File: src/rtl/hsvrgb_pkg.sv
// Package for the HSV to RGB converter: fixed-point formats, hue scaling
// constants and channel offsets. No dependencies.
package hsvrgb_pkg;

  // Field widths of the request and result channels
  localparam int HUE_W = 15;
  localparam int IN_W  = 8;
  localparam int OUT_W = 8;

  // Default channel resolution (full scale = 2^bits - 1)
  localparam int CHANNEL_BITS_DEF = 8;

  // Sector position and weight format: 12 fraction bits
  localparam int          FRAC_BITS = 12;
  localparam int unsigned ONE_FIX   = 4096;
  localparam int unsigned FOUR_FIX  = 4 * ONE_FIX;
  localparam int unsigned SIX_FIX   = 6 * ONE_FIX;

  // hpos = hue + floor(hue / 15); floor(hue / 15) = (hue * 34953) >> 19
  // is exact for every 15-bit hue.
  localparam int          HUE_PROD_W  = 31;
  localparam int unsigned DIV15_MULT  = 34953;
  localparam int          DIV15_SHIFT = 19;
  localparam int          HPOS_W      = 16;

  // hpos plus the channel offset, reduced sector position, weight
  localparam int SUM_W = HPOS_W + 1;
  localparam int K_W   = 15;
  localparam int F_W   = FRAC_BITS + 1;
  localparam int OFS_W = 3;

  // Channels and their sector offsets
  localparam int NUM_CH   = 3;
  localparam int CH_RED   = 0;
  localparam int CH_GREEN = 1;
  localparam int CH_BLUE  = 2;

  localparam logic [OFS_W-1:0] RED_OFFSET   = 3'd5;
  localparam logic [OFS_W-1:0] GREEN_OFFSET = 3'd3;
  localparam logic [OFS_W-1:0] BLUE_OFFSET  = 3'd1;

  // Pipeline depth
  localparam int NUM_STAGES = 5;

endpackage

File: src/rtl/hsvrgb_if.sv
// Valid/ready channel interfaces for the HSV request and the RGB result.
// Depends on hsvrgb_pkg for the field widths.
interface hsvrgb_hsv_if;
  logic                          valid;
  logic                          ready;
  logic [hsvrgb_pkg::HUE_W-1:0]  hue;
  logic [hsvrgb_pkg::IN_W-1:0]   saturation;
  logic [hsvrgb_pkg::IN_W-1:0]   brightness;

  modport source (output valid, output hue, output saturation, output brightness,
                  input ready);
  modport sink   (input valid, input hue, input saturation, input brightness,
                  output ready);
endinterface

interface hsvrgb_rgb_if;
  logic                          valid;
  logic                          ready;
  logic [hsvrgb_pkg::OUT_W-1:0]  red;
  logic [hsvrgb_pkg::OUT_W-1:0]  green;
  logic [hsvrgb_pkg::OUT_W-1:0]  blue;

  modport source (output valid, output red, output green, output blue, input ready);
  modport sink   (input valid, input red, input green, input blue, output ready);
endinterface

File: src/rtl/hsv_to_rgb_converter_core.sv
// HSV to RGB converter: five register stages, one color per clock sustained
// while the result side is ready. Stage 1 scales hue by a reciprocal
// multiply, stage 2 forms the three sector weights and value*saturation,
// stage 3 multiplies by the weights, stage 4 adds the rounding half, stage 5
// divides by full scale and subtracts; the last stage is the output register.
// A stall on the result side holds each full stage in place while empty
// stages keep filling. Depends on hsvrgb_pkg, hsvrgb_if, hsvrgb_hue,
// hsvrgb_weight and hsvrgb_round.
module hsv_to_rgb_converter_core #(
  parameter int CHANNEL_BITS = hsvrgb_pkg::CHANNEL_BITS_DEF
) (
  input  logic                clk_i,
  input  logic                rst_ni,
  hsvrgb_hsv_if.sink          hsv_i,
  hsvrgb_rgb_if.source        rgb_o
);

  localparam int CB  = CHANNEL_BITS;
  localparam int VW  = 2 * CB;
  localparam int FW  = hsvrgb_pkg::F_W;
  localparam int PW  = VW + FW;
  localparam int NS  = hsvrgb_pkg::NUM_STAGES;
  localparam int NCH = hsvrgb_pkg::NUM_CH;
  localparam int FB  = hsvrgb_pkg::FRAC_BITS;

  // Half of the divisor full * 4096, for round to nearest
  localparam logic [PW-1:0] HALF_D = PW'(64'((64'(1) << CB) - 64'(1)) << (FB - 1));

  // Pipeline control
  logic [NS-1:0] vld_q;
  logic [NS-1:0] vld_d;
  logic [NS:0]   rdy;

  // Stage payloads
  logic [hsvrgb_pkg::HPOS_W-1:0] hpos_d;
  logic [hsvrgb_pkg::HPOS_W-1:0] hpos_q;
  logic [CB-1:0]                 sat1_q;
  logic [CB-1:0]                 val1_q;
  logic [FW-1:0]                 f_d [NCH];
  logic [FW-1:0]                 f_q [NCH];
  logic [VW-1:0]                 vs_q;
  logic [CB-1:0]                 val2_q;
  logic [PW-1:0]                 p_q [NCH];
  logic [CB-1:0]                 val3_q;
  logic [PW-1:0]                 n_sum [NCH];
  logic [VW-1:0]                 m_d [NCH];
  logic [VW-1:0]                 m_q [NCH];
  logic [CB-1:0]                 val4_q;
  logic [CB-1:0]                 chan_d [NCH];
  logic [CB-1:0]                 chan_q [NCH];

  // A stage may load when it is empty or the next one moves on
  always_comb begin
    rdy[NS] = rgb_o.ready;
    for (int i = NS - 1; i >= 0; i--) begin
      rdy[i] = ~vld_q[i] | rdy[i+1];
    end
  end

  always_comb begin
    vld_d[0] = rdy[0] ? hsv_i.valid : vld_q[0];
    for (int i = 1; i < NS; i++) begin
      vld_d[i] = rdy[i] ? vld_q[i-1] : vld_q[i];
    end
  end

  always_ff @(posedge clk_i or negedge rst_ni) begin
    if (!rst_ni) begin
      vld_q <= '0;
    end else begin
      vld_q <= vld_d;
    end
  end

  assign hsv_i.ready = rdy[0];

  // Stage 1: hue scaling
  hsvrgb_hue u_hue (
    .hue_i  (hsv_i.hue),
    .hpos_o (hpos_d)
  );

  always_ff @(posedge clk_i) begin
    if (rdy[0]) begin
      hpos_q <= hpos_d;
      sat1_q <= CB'(hsv_i.saturation);
      val1_q <= CB'(hsv_i.brightness);
    end
  end

  // Stage 2: sector weights and value * saturation
  hsvrgb_weight u_weight_red (
    .hpos_i   (hpos_q),
    .offset_i (hsvrgb_pkg::RED_OFFSET),
    .weight_o (f_d[hsvrgb_pkg::CH_RED])
  );

  hsvrgb_weight u_weight_green (
    .hpos_i   (hpos_q),
    .offset_i (hsvrgb_pkg::GREEN_OFFSET),
    .weight_o (f_d[hsvrgb_pkg::CH_GREEN])
  );

  hsvrgb_weight u_weight_blue (
    .hpos_i   (hpos_q),
    .offset_i (hsvrgb_pkg::BLUE_OFFSET),
    .weight_o (f_d[hsvrgb_pkg::CH_BLUE])
  );

  always_ff @(posedge clk_i) begin
    if (rdy[1]) begin
      for (int i = 0; i < NCH; i++) begin
        f_q[i] <= f_d[i];
      end
      vs_q   <= VW'(sat1_q) * VW'(val1_q);
      val2_q <= val1_q;
    end
  end

  // Stage 3: weight the product
  always_ff @(posedge clk_i) begin
    if (rdy[2]) begin
      for (int i = 0; i < NCH; i++) begin
        p_q[i] <= PW'(vs_q) * PW'(f_q[i]);
      end
      val3_q <= val2_q;
    end
  end

  // Stage 4: add half the divisor, drop the fraction bits
  always_comb begin
    for (int i = 0; i < NCH; i++) begin
      n_sum[i] = p_q[i] + HALF_D;
      m_d[i]   = n_sum[i][FB+VW-1:FB];
    end
  end

  always_ff @(posedge clk_i) begin
    if (rdy[3]) begin
      for (int i = 0; i < NCH; i++) begin
        m_q[i] <= m_d[i];
      end
      val4_q <= val3_q;
    end
  end

  // Stage 5: divide by full scale and subtract, into the output register
  for (genvar g = 0; g < NCH; g++) begin : g_round
    hsvrgb_round #(
      .CHANNEL_BITS (CHANNEL_BITS)
    ) u_round (
      .quot_i (m_q[g]),
      .val_i  (val4_q),
      .chan_o (chan_d[g])
    );
  end

  always_ff @(posedge clk_i) begin
    if (rdy[4]) begin
      for (int i = 0; i < NCH; i++) begin
        chan_q[i] <= chan_d[i];
      end
    end
  end

  // Result channel
  assign rgb_o.valid = vld_q[NS-1];
  assign rgb_o.red   = hsvrgb_pkg::OUT_W'(chan_q[hsvrgb_pkg::CH_RED]);
  assign rgb_o.green = hsvrgb_pkg::OUT_W'(chan_q[hsvrgb_pkg::CH_GREEN]);
  assign rgb_o.blue  = hsvrgb_pkg::OUT_W'(chan_q[hsvrgb_pkg::CH_BLUE]);

endmodule

File: src/rtl/hsvrgb_weight.sv
// Per-channel sector weight: k = (hpos + n) mod 6, f = clamp(min(k, 4-k), 0, 1).
// Depends on hsvrgb_pkg for the fixed-point constants.
module hsvrgb_weight (
  input  logic [hsvrgb_pkg::HPOS_W-1:0] hpos_i,
  input  logic [hsvrgb_pkg::OFS_W-1:0]  offset_i,
  output logic [hsvrgb_pkg::F_W-1:0]    weight_o
);

  localparam int SW = hsvrgb_pkg::SUM_W;
  localparam int KW = hsvrgb_pkg::K_W;

  localparam logic [SW-1:0] SIX_S    = SW'(hsvrgb_pkg::SIX_FIX);
  localparam logic [SW-1:0] TWELVE_S = SW'(2 * hsvrgb_pkg::SIX_FIX);
  localparam logic [KW-1:0] FOUR_K   = KW'(hsvrgb_pkg::FOUR_FIX);
  localparam logic [KW-1:0] ONE_K    = KW'(hsvrgb_pkg::ONE_FIX);

  logic [SW-1:0] pos_sum;
  logic [KW-1:0] sector;
  logic [KW-1:0] rise;
  logic [KW-1:0] fall;
  logic [KW-1:0] tri_val;

  // Add the offset, then wrap into 0..6 (never more than two turns)
  assign pos_sum = SW'(hpos_i) + (SW'(offset_i) << hsvrgb_pkg::FRAC_BITS);

  always_comb begin
    if (pos_sum >= TWELVE_S) begin
      sector = KW'(pos_sum - TWELVE_S);
    end else if (pos_sum >= SIX_S) begin
      sector = KW'(pos_sum - SIX_S);
    end else begin
      sector = KW'(pos_sum);
    end
  end

  // Triangle min(k, 4-k), zero beyond 4, limited to 1.0
  always_comb begin
    rise = sector;
    fall = FOUR_K - sector;
    if (sector >= FOUR_K) begin
      tri_val = '0;
    end else if (rise < fall) begin
      tri_val = rise;
    end else begin
      tri_val = fall;
    end
    if (tri_val > ONE_K) begin
      weight_o = hsvrgb_pkg::F_W'(ONE_K);
    end else begin
      weight_o = hsvrgb_pkg::F_W'(tri_val);
    end
  end

endmodule

File: src/rtl/hsvrgb_round.sv
// Final channel step: divide the scaled product by full scale and subtract
// from value. Depends on hsvrgb_pkg for the default resolution.
module hsvrgb_round #(
  parameter int CHANNEL_BITS = hsvrgb_pkg::CHANNEL_BITS_DEF
) (
  input  logic [2*CHANNEL_BITS-1:0] quot_i,
  input  logic [CHANNEL_BITS-1:0]   val_i,
  output logic [CHANNEL_BITS-1:0]   chan_o
);

  localparam int CB = CHANNEL_BITS;
  localparam int SW = 2 * CB + 1;

  logic [SW-1:0] div_sum;
  logic [CB-1:0] term;

  // floor(x / (2^CB - 1)) = (x + 1 + (x >> CB)) >> CB, exact for x below
  // full * 2^CB, which the rounded product always is.
  assign div_sum = SW'(quot_i) + SW'(1) + SW'(quot_i >> CB);
  assign term    = div_sum[2*CB-1:CB];

  // Channel = value - term, never below zero
  assign chan_o = (term > val_i) ? '0 : val_i - term;

endmodule

File: src/rtl/hsvrgb_to_rgb_top_placeholder.sv
// Hue front end: hpos = floor(hue * 16 / 15) through a reciprocal multiply.
// Depends on hsvrgb_pkg for the scaling constants.
module hsvrgb_hue (
  input  logic [hsvrgb_pkg::HUE_W-1:0]  hue_i,
  output logic [hsvrgb_pkg::HPOS_W-1:0] hpos_o
);

  localparam int PW = hsvrgb_pkg::HUE_PROD_W;

  logic [PW-1:0] hue_prod;

  // floor(hue / 15) via multiply by 2^19/15 rounded up
  assign hue_prod = PW'(hue_i) * PW'(hsvrgb_pkg::DIV15_MULT);
  assign hpos_o   = hsvrgb_pkg::HPOS_W'(hue_i)
                  + hsvrgb_pkg::HPOS_W'(hue_prod[PW-1:hsvrgb_pkg::DIV15_SHIFT]);

endmodule

File: src/flat_wrapper.sv
// flat-port wrapper written by rule: the top's interface ports become plain ports
module hsv_to_rgb_converter_core_flat 
#(
  parameter int CHANNEL_BITS = hsvrgb_pkg::CHANNEL_BITS_DEF
)
  (clk_i, rst_ni, hsv_i_valid, hsv_i_hue, hsv_i_saturation, hsv_i_brightness, hsv_i_ready, rgb_o_valid, rgb_o_red, rgb_o_green, rgb_o_blue, rgb_o_ready);
  hsvrgb_hsv_if hsv_i_i ();
  hsvrgb_rgb_if rgb_o_i ();
  input  logic clk_i;
  input  logic rst_ni;
  input wire logic [$bits(hsv_i_i.valid)-1:0] hsv_i_valid;
  input wire logic [$bits(hsv_i_i.hue)-1:0] hsv_i_hue;
  input wire logic [$bits(hsv_i_i.saturation)-1:0] hsv_i_saturation;
  input wire logic [$bits(hsv_i_i.brightness)-1:0] hsv_i_brightness;
  output wire logic [$bits(hsv_i_i.ready)-1:0] hsv_i_ready;
  output wire logic [$bits(rgb_o_i.valid)-1:0] rgb_o_valid;
  output wire logic [$bits(rgb_o_i.red)-1:0] rgb_o_red;
  output wire logic [$bits(rgb_o_i.green)-1:0] rgb_o_green;
  output wire logic [$bits(rgb_o_i.blue)-1:0] rgb_o_blue;
  input wire logic [$bits(rgb_o_i.ready)-1:0] rgb_o_ready;
  assign hsv_i_i.valid = hsv_i_valid;
  assign hsv_i_i.hue = hsv_i_hue;
  assign hsv_i_i.saturation = hsv_i_saturation;
  assign hsv_i_i.brightness = hsv_i_brightness;
  assign hsv_i_ready = hsv_i_i.ready;
  assign rgb_o_valid = rgb_o_i.valid;
  assign rgb_o_red = rgb_o_i.red;
  assign rgb_o_green = rgb_o_i.green;
  assign rgb_o_blue = rgb_o_i.blue;
  assign rgb_o_i.ready = rgb_o_ready;
  hsv_to_rgb_converter_core #(.CHANNEL_BITS(CHANNEL_BITS)) u_core (.clk_i(clk_i), .rst_ni(rst_ni), .hsv_i(hsv_i_i), .rgb_o(rgb_o_i));
endmodule
File: config.mk
export PLATFORM = sky130hd
export DESIGN_NAME = hsv_to_rgb_converter_core_flat
export DESIGN_NICKNAME = d
export VERILOG_FILES = /design/src/rtl/hsvrgb_pkg.sv /design/src/rtl/hsvrgb_if.sv /design/src/rtl/hsv_to_rgb_converter_core.sv /design/src/rtl/hsvrgb_weight.sv /design/src/rtl/hsvrgb_round.sv /design/src/rtl/hsvrgb_to_rgb_top_placeholder.sv /design/src/flat_wrapper.sv
export SDC_FILE = /design/constraint.sdc
export NUM_CORES = 2
export LEC_CHECK = 0
export CAP_MARGIN = 30
export CORE_MARGIN = 2
export CORE_UTILIZATION = 50
export DETAILED_ROUTE_END_ITERATION = 12
export DONT_BUFFER_PORTS = 1
export PLACE_DENSITY = 0.73
export SETUP_SLACK_MARGIN = 0.05
export SLEW_MARGIN = 30
export SYNTH_ARGS = -nofsm -noshare
export SYNTH_HDL_FRONTEND = slang
export SYNTH_SLANG_ARGS = --single-unit
File: constraint.sdc
create_clock -name clk_i -period 7.3 [get_ports clk_i]
set_clock_uncertainty 0.05 [all_clocks]
set_input_delay 1.095 -clock clk_i [delete_from_list [all_inputs] [get_ports clk_i]]
set_output_delay 1.095 -clock clk_i [all_outputs]
set_load 0.01 [all_outputs]
# Word-level counts from Yosys, hierarchy flattened
# Memory sizes are Yosys's and may differ from the RTL's.
# Cells that the tools add are included.
[word_totals]
register_bits = 77
latch_bits = 0
ram_bits = 198
rom_bits = 0
inputBits = 35
output_inout_bits = 26
mem_count = 4
[classes]
n_addsub = 25
multipliers = 5
div = 0
magnitude_cmp = 18
n_eq_ne = 0
shifts = 0
mux = 26
bitwise = 10
n_reduce_logical = 0
[mem_list]
columns = ["memory", "words", "word_bits", "rd", "rd_clocked_by_memory_dff", "wr", "line_no", "text"]
rows = [
  ["u_core.p_q", 3, 29, 3, 0, 3, "hsv_to_rgb_converter_core.sv:43", "logic [PW-1:0] p_q [NCH];"],
  ["u_core.m_q", 3, 16, 3, 0, 3, "hsv_to_rgb_converter_core.sv:47", "logic [VW-1:0] m_q [NCH];"],
  ["u_core.f_q", 3, 13, 3, 0, 3, "hsv_to_rgb_converter_core.sv:40", "logic [FW-1:0] f_q [NCH];"],
  ["u_core.chan_q", 3, 8, 3, 0, 3, "hsv_to_rgb_converter_core.sv:50", "logic [CB-1:0] chan_q [NCH];"],
]
[op_table]
columns = ["cell", "count"]
rows = [
  ["$mux W15", 12],
  ["$sub A15 B15 Y15 const B", 6],
  ["$mul A16 B13 Y29", 3],
  ["$add A28 B19 Y28 const B", 3],
  ["$ge A17 B15 Y1 const B", 3],
  ["$ge A17 B16 Y1 const B", 3],
  ["$add A16 B1 Y16 const B", 3],
  ["$add A16 B8 Y16", 3],
  ["$ge A15 B15 Y1 const B", 3],
  ["$gt A15 B13 Y1 const B", 3],
  ["$lt A15 B15 Y1", 3],
  ["$sub A15 B15 Y15 const A", 3],
  ["$mux W13", 3],
  ["$mul A15 B16 Y31 const B", 1],
  ["$gt A8 B8 Y1", 3],
  ["$mux W8", 3],
  ["$sub A8 B8 Y8", 3],
  ["$add A16 B13 Y17 const B", 1],
  ["$add A16 B14 Y17 const B", 1],
  ["$add A16 B15 Y17 const B", 1],
  ["$add A15 B12 Y16", 1],
  ["$mul A8 B8 Y16", 1],
  ["$mux W1", 8],
  ["$not A1 Y1", 5],
  ["$or A1 B1 Y1", 5],
]

# Depth between registers and ports, before layout
[depth]
depth_word = 10
depth_mapped = 28
ltp_nobuf = 28

# Cells and area by module
# Synthesis repeated with hierarchy kept, for this count alone.
[unflattened]
hier_cells = 3783
area_unflattened_um2 = 36786.5
[by_module_without_submodules]
columns = ["module", "instances", "cells_per_inst", "area_per_inst_um2", "seq_area_each_um2"]
rows = [
  ["hsv_to_rgb_converter_core", 1, 2821, 28970.3, 7151.9],
  ["hsvrgb_weight", 3, 125, 983.4, 0.0],
  ["hsvrgb_hue", 1, 305, 2692.6, 0.0],
  ["hsvrgb_round", 3, 94, 724.4, 0.0],
]

# Worst setup path before layout
# No wires, ideal clock.
[synth_timing]
path_type = "input -> register"
startpoint = "in hsv_i_hue[11]"
endpoint = "reg u_core.hpos_q[14] in the netlist's numbering (data pin)"
arrival_ns = 6.575
slack_ns = 0.417
stages = 28
n_path_buf = 0
cell_sequence = "ha_1 fa_1 inv_1 fa_1 inv_1 fa_1 ha_1 ha_1 nand3_1 nor2_1 a221oi_1 nand2b_1 a21o_1 a21o_1 a21oi_1 xnor2_1 ha_1 inv_1 fa_1 nor2b_1 o21ai_0 a21boi_0 o21ai_0 a21boi_0 o2111ai_1 nand3_1 nand4_1 xnor2_1"
[synth_via]
elab_chain_cells = 2
[synth_lines]
columns = ["item", "line_no", "text"]
rows = [
  ["start: declaration", "flat_wrapper.sv:12", "input wire logic [$bits(hsv_i_i.hue)-1:0] hsv_i_hue;"],
  ["$mul A15 B16 Y31", "hsvrgb_to_rgb_top_placeholder.sv:13", "assign hue_prod = PW'(hue_i) * PW'(hsvrgb_pkg::DIV15_MULT);"],
  ["$add A15 B12 Y16 (*)", "hsvrgb_to_rgb_top_placeholder.sv:15", "+ hsvrgb_pkg::HPOS_W'(hue_prod[PW-1:hsvrgb_pkg::DIV15_SHIFT]);"],
  ["net u_core.hpos_d (one bit)", "hsv_to_rgb_converter_core.sv:35", "logic [hsvrgb_pkg::HPOS_W-1:0] hpos_d;"],
  ["end signal: assignment", "hsv_to_rgb_converter_core.sv:85", "hpos_q <= hpos_d;"],
  ["end: declaration", "hsv_to_rgb_converter_core.sv:36", "logic [hsvrgb_pkg::HPOS_W-1:0] hpos_q;"],
]
# The timed path passes the listed nets; every way through them passes the cells marked *.
# A chain may end at the register's enable or synchronous reset.

# Worst setup path after layout
# Ends and elaborated chain as after synthesis.

==> results.md <==
* Outcome: complete, no violations
* Pin count of the biggest net entering global routing at 65
* Pre-CTS setup slack at -118 ps
* CTS tree: done
* DR vias at 23,812
* Worst Path Arrival at 6970 ps
* Post-synth EDFFs at 234
* Yosys top cell area share at 29.7%
* Gp weighted congestion at 0.893
* Fin. max-slew vios at 0
* Critical Setup Path Class: input pin to flop
* Main synth FF type: edfxtp_1
* Beginning of the critical path: hsv_i_hue[11]
* Min-Delay Path Class: input pin to asynchronous set/reset pin
* Crit. End Element: flop
* Clk_lat worst skew at 580 ps
* Port bufs at 0
* Number of cell rows at 96
* Drt pass-1 iters at 5
* Initial antenna violation count at 1
* Final #Nets at 4,435
* Max-slew headroom at 30.8%
* # Max-Cap Violations at 0
* Synth Area in Simple Gates at 16.0%
* Mean post-synth cell area at 9.83 um^2
* PnR worst setup slack at 604 ps
* Syn Std Cell Area at 34,800 um^2
* CTS H-tree depth at 1
* Mapped Nets at 4,494
* Post-synthesis sequential area ratio at 20.5%
* Seq cells post-synth at 239
* DRC viols at 0
* Least-Margin Pin Slew at 1040 ps
* Detailed-placement wirelength estimate at 59.2 mm
* First-pass GRT wire length at 124 mm
* Vias in the first global route at 24,747
* Critical-path maximum fanout at 5
* Avg WL per Cell at 16.8 um
* Max stage delay on crit path at 500 ps
* Syn Inst Count at 3,544
* Tcrit/Tclk final at 91.7%
* Achievable frequency at 149 MHz
* Fin. Hold Viols at 0
* Initial Util at 50.6%
* Final number of setup-violating endpoints at 0
* Final ANT Viol Nets at 0
* Die extent in y at 268 um
* Mux share of post-synthesis cell area at 0.521%
* Critical Path RT at 7580 ps
* Final Util at 53.3%
* Antenna fix cells at 0
* Buffers plus inverters on the worst setup path at 3
* FF-to-FF Start: u_core.vs_q[7]$_DFFE_PP_
* Clk sinks at 239
* Area delta synth->final at 5.33%
* Gr ovfl total at 0
* TritonCTS Buffers at 27
* Largest cells by area after synthesis: fa_1 (30%), edfxtp_1 (20%), ha_1 (14%), inv_1 (6.6%), nand2_1 (5.3%)
* Crit-path slowest cell: fa_1
* Synth Area in Compound Gates at 5.93%
* GR Util All Layers at 21.6%
* Min Tclk post-route at 6700 ps
* Reg2Reg Setup Slack at 700 ps
* Count of cell types in the netlist at 83
* I/O pin count at 61
* Async S/R FF share, synth at 2.09%
* Synth area leader: fa_1
* Worst-path clk slew at 60 ps
* Core area at 68,800 um^2
* Drt total wl at 74.4 mm
* Avg Vias per Cell at 5.37
* Die X at 268 um
* Synth warnings at 0
* Share of cells above drive strength 1 at 3.91%
* Main combinational cell family by area after synthesis: adder cells
* RSZ-0062 raised after global routing: false
* CP delay by family, top: adder cells
* Synthesized-area fraction occupied by adder cells at 44.0%
* Detailed Route Iter0 Violations at 1,442
* Crit path launch type: input pin
* Xor/xnor cell area share of the yosys netlist at 4.88%
* Clock root buffer: clkbuf_16
* CTS max path bufs at 3
* Die area at 71,800 um^2
## final timing paths
kind / end / depth (start not counted)
worst max-delay path: u_core.hpos_q[14]$_DFFE_PP_ / 28
worst min-delay path: u_core.vld_q[0]$_DFFE_PN0P_ / 0
worst max register to register: u_core.p_q[0][53]$_DFFE_PP_ / 19
worst min register to register: u_core.val4_q[0]$_DFFE_PP_ / 0
max in group asynchronous: u_core.vld_q[3]$_DFFE_PN0P_ / 0
min in group clk_i: u_core.val4_q[0]$_DFFE_PP_ / 0
## stage by stage
stage | setup TNS (ps) | hold slack, ps | instances | cell area [um^2]
6_report | 0 | 159 | 4436 | 36700
5_1_grt | 0 | 132 | 4436 | 36700
4_1_cts | 0 | 126 | 4435 | 36700
3_5_place_dp | -163 | 355 | 4386 | 35800
3_3_place_gp | -39.0 | 352 | 4386 | 35800
2_1_floorplan | 0 | 350 | 3544 | 34800
## layer usage
metal  wire (um)  vias up  share of wire, %  track usage (%)
li1            -    11078                 -                -
met1       32200    11882                43             29.1
met2       34900      722                47             36.0
met3        5010      130               6.7             3.29
met4        2370        0               3.2             6.85
met5           0        -                 0                0
## worst reg2reg max path, stage by stage (launching register included)
cell and delay (ps):
edfxtp_1 900, nand2_1 230, fa_1 600, inv_1 60, fa_1 470, fa_1 520, inv_1 60, fa_1 490
fa_1 500, inv_1 50, ha_1 190, a2111oi_0 370, o21ai_0 200, a31oi_1 300, o21ai_0 230, a211oi_1 430
o21bai_1 180, a21oi_1 270, o21bai_1 110, xor2_1 140
## cells in the final DEF (no fill, tap or decap), types with 15 or more instances in the layout
cell	n
xnor2_1	125
mux2i_1	16
buf_4	40
ha_1	398
a21o_1	44
nand4_1	17
and2_1	272
fa_1	517
nor3_1	36
nor2_1	153
nand2b_1	31
nand2_1	491
o21a_1	29
a21oi_1	79
clkbuf_16	27
inv_1	617
nor2b_1	15
edfxtp_1	234
nand3_1	33
o21ai_0	48
xor2_1	69
## sequential cells by signal, indices dropped and copies added (netlist names)
signal / count
u_core.chan_q: 24
u_core.f_q: 39
u_core.hpos_q: 16
u_core.m_q: 48
u_core.p_q: 51
u_core.sat1_q: 8
u_core.val1_q: 8
u_core.val2_q: 8
u_core.val3_q: 8
u_core.val4_q: 8
u_core.vld_q: 5
u_core.vs_q: 16
## timing repair
action | in CTS | in global routing
resized for setup | 0 | 1
setup buffers | 0 | 0
hold buffers | 0 | 0
endpoints found under the setup margin | 0 | 2
## synthesized netlist by cell type (4+ instances only)
| master | count |
|---|---|
| and4_1 | 5 |
| nor3_1 | 36 |
| fa_1 | 517 |
| nor4_1 | 4 |
| xor2_1 | 69 |
| o211ai_1 | 7 |
| o21a_1 | 29 |
| nor4_2 | 12 |
| nor2_1 | 153 |
| a21o_1 | 44 |
| and2_1 | 272 |
| or2_2 | 4 |
| a21boi_0 | 9 |
| nand3b_1 | 7 |
| a21oi_1 | 79 |
| edfxtp_1 | 234 |
| and3_1 | 14 |
| buf_2 | 12 |
| inv_1 | 617 |
| dfrtp_1 | 5 |
| a211oi_1 | 4 |
| nor2_2 | 7 |
| o31ai_1 | 4 |
| nand4_1 | 17 |
| or3_1 | 11 |
| o21bai_1 | 9 |
| clkbuf_1 | 110 |
| nand3_1 | 34 |
| xnor2_1 | 125 |
| a31oi_1 | 7 |
| nand2b_1 | 31 |
| ha_1 | 398 |
| nor2b_1 | 15 |
| mux2i_1 | 17 |
| nor3b_1 | 5 |
| o2111ai_1 | 7 |
| nand2_1 | 493 |
| o21ai_0 | 48 |
## cell families after synthesis
| family | after synthesis |
|---|---|
| AND/OR/NAND/NOR | 1134 |
| adder cells (fa/ha/maj) | 915 |
| buffers and inverters | 747 |
| AO/OA/AOI/OAI | 297 |
| flip-flops | 239 |
| XOR/XNOR | 194 |
| multiplexers | 18 |
## final cells by class
type / instances / area, um^2
clock buffer: 37 / 743
clock inverter: 12 / 130
fill: 5993 / 32100
inverter: 617 / 2320
multi-input combinational: 2558 / 24900
sequential: 239 / 7150
tap: 931 / 1160
timing repair buffer: 42 / 335
Power is left out: the tool's default activity adds up to more than one toggle a clock period on the data nets, which glitch-free logic cannot reach.
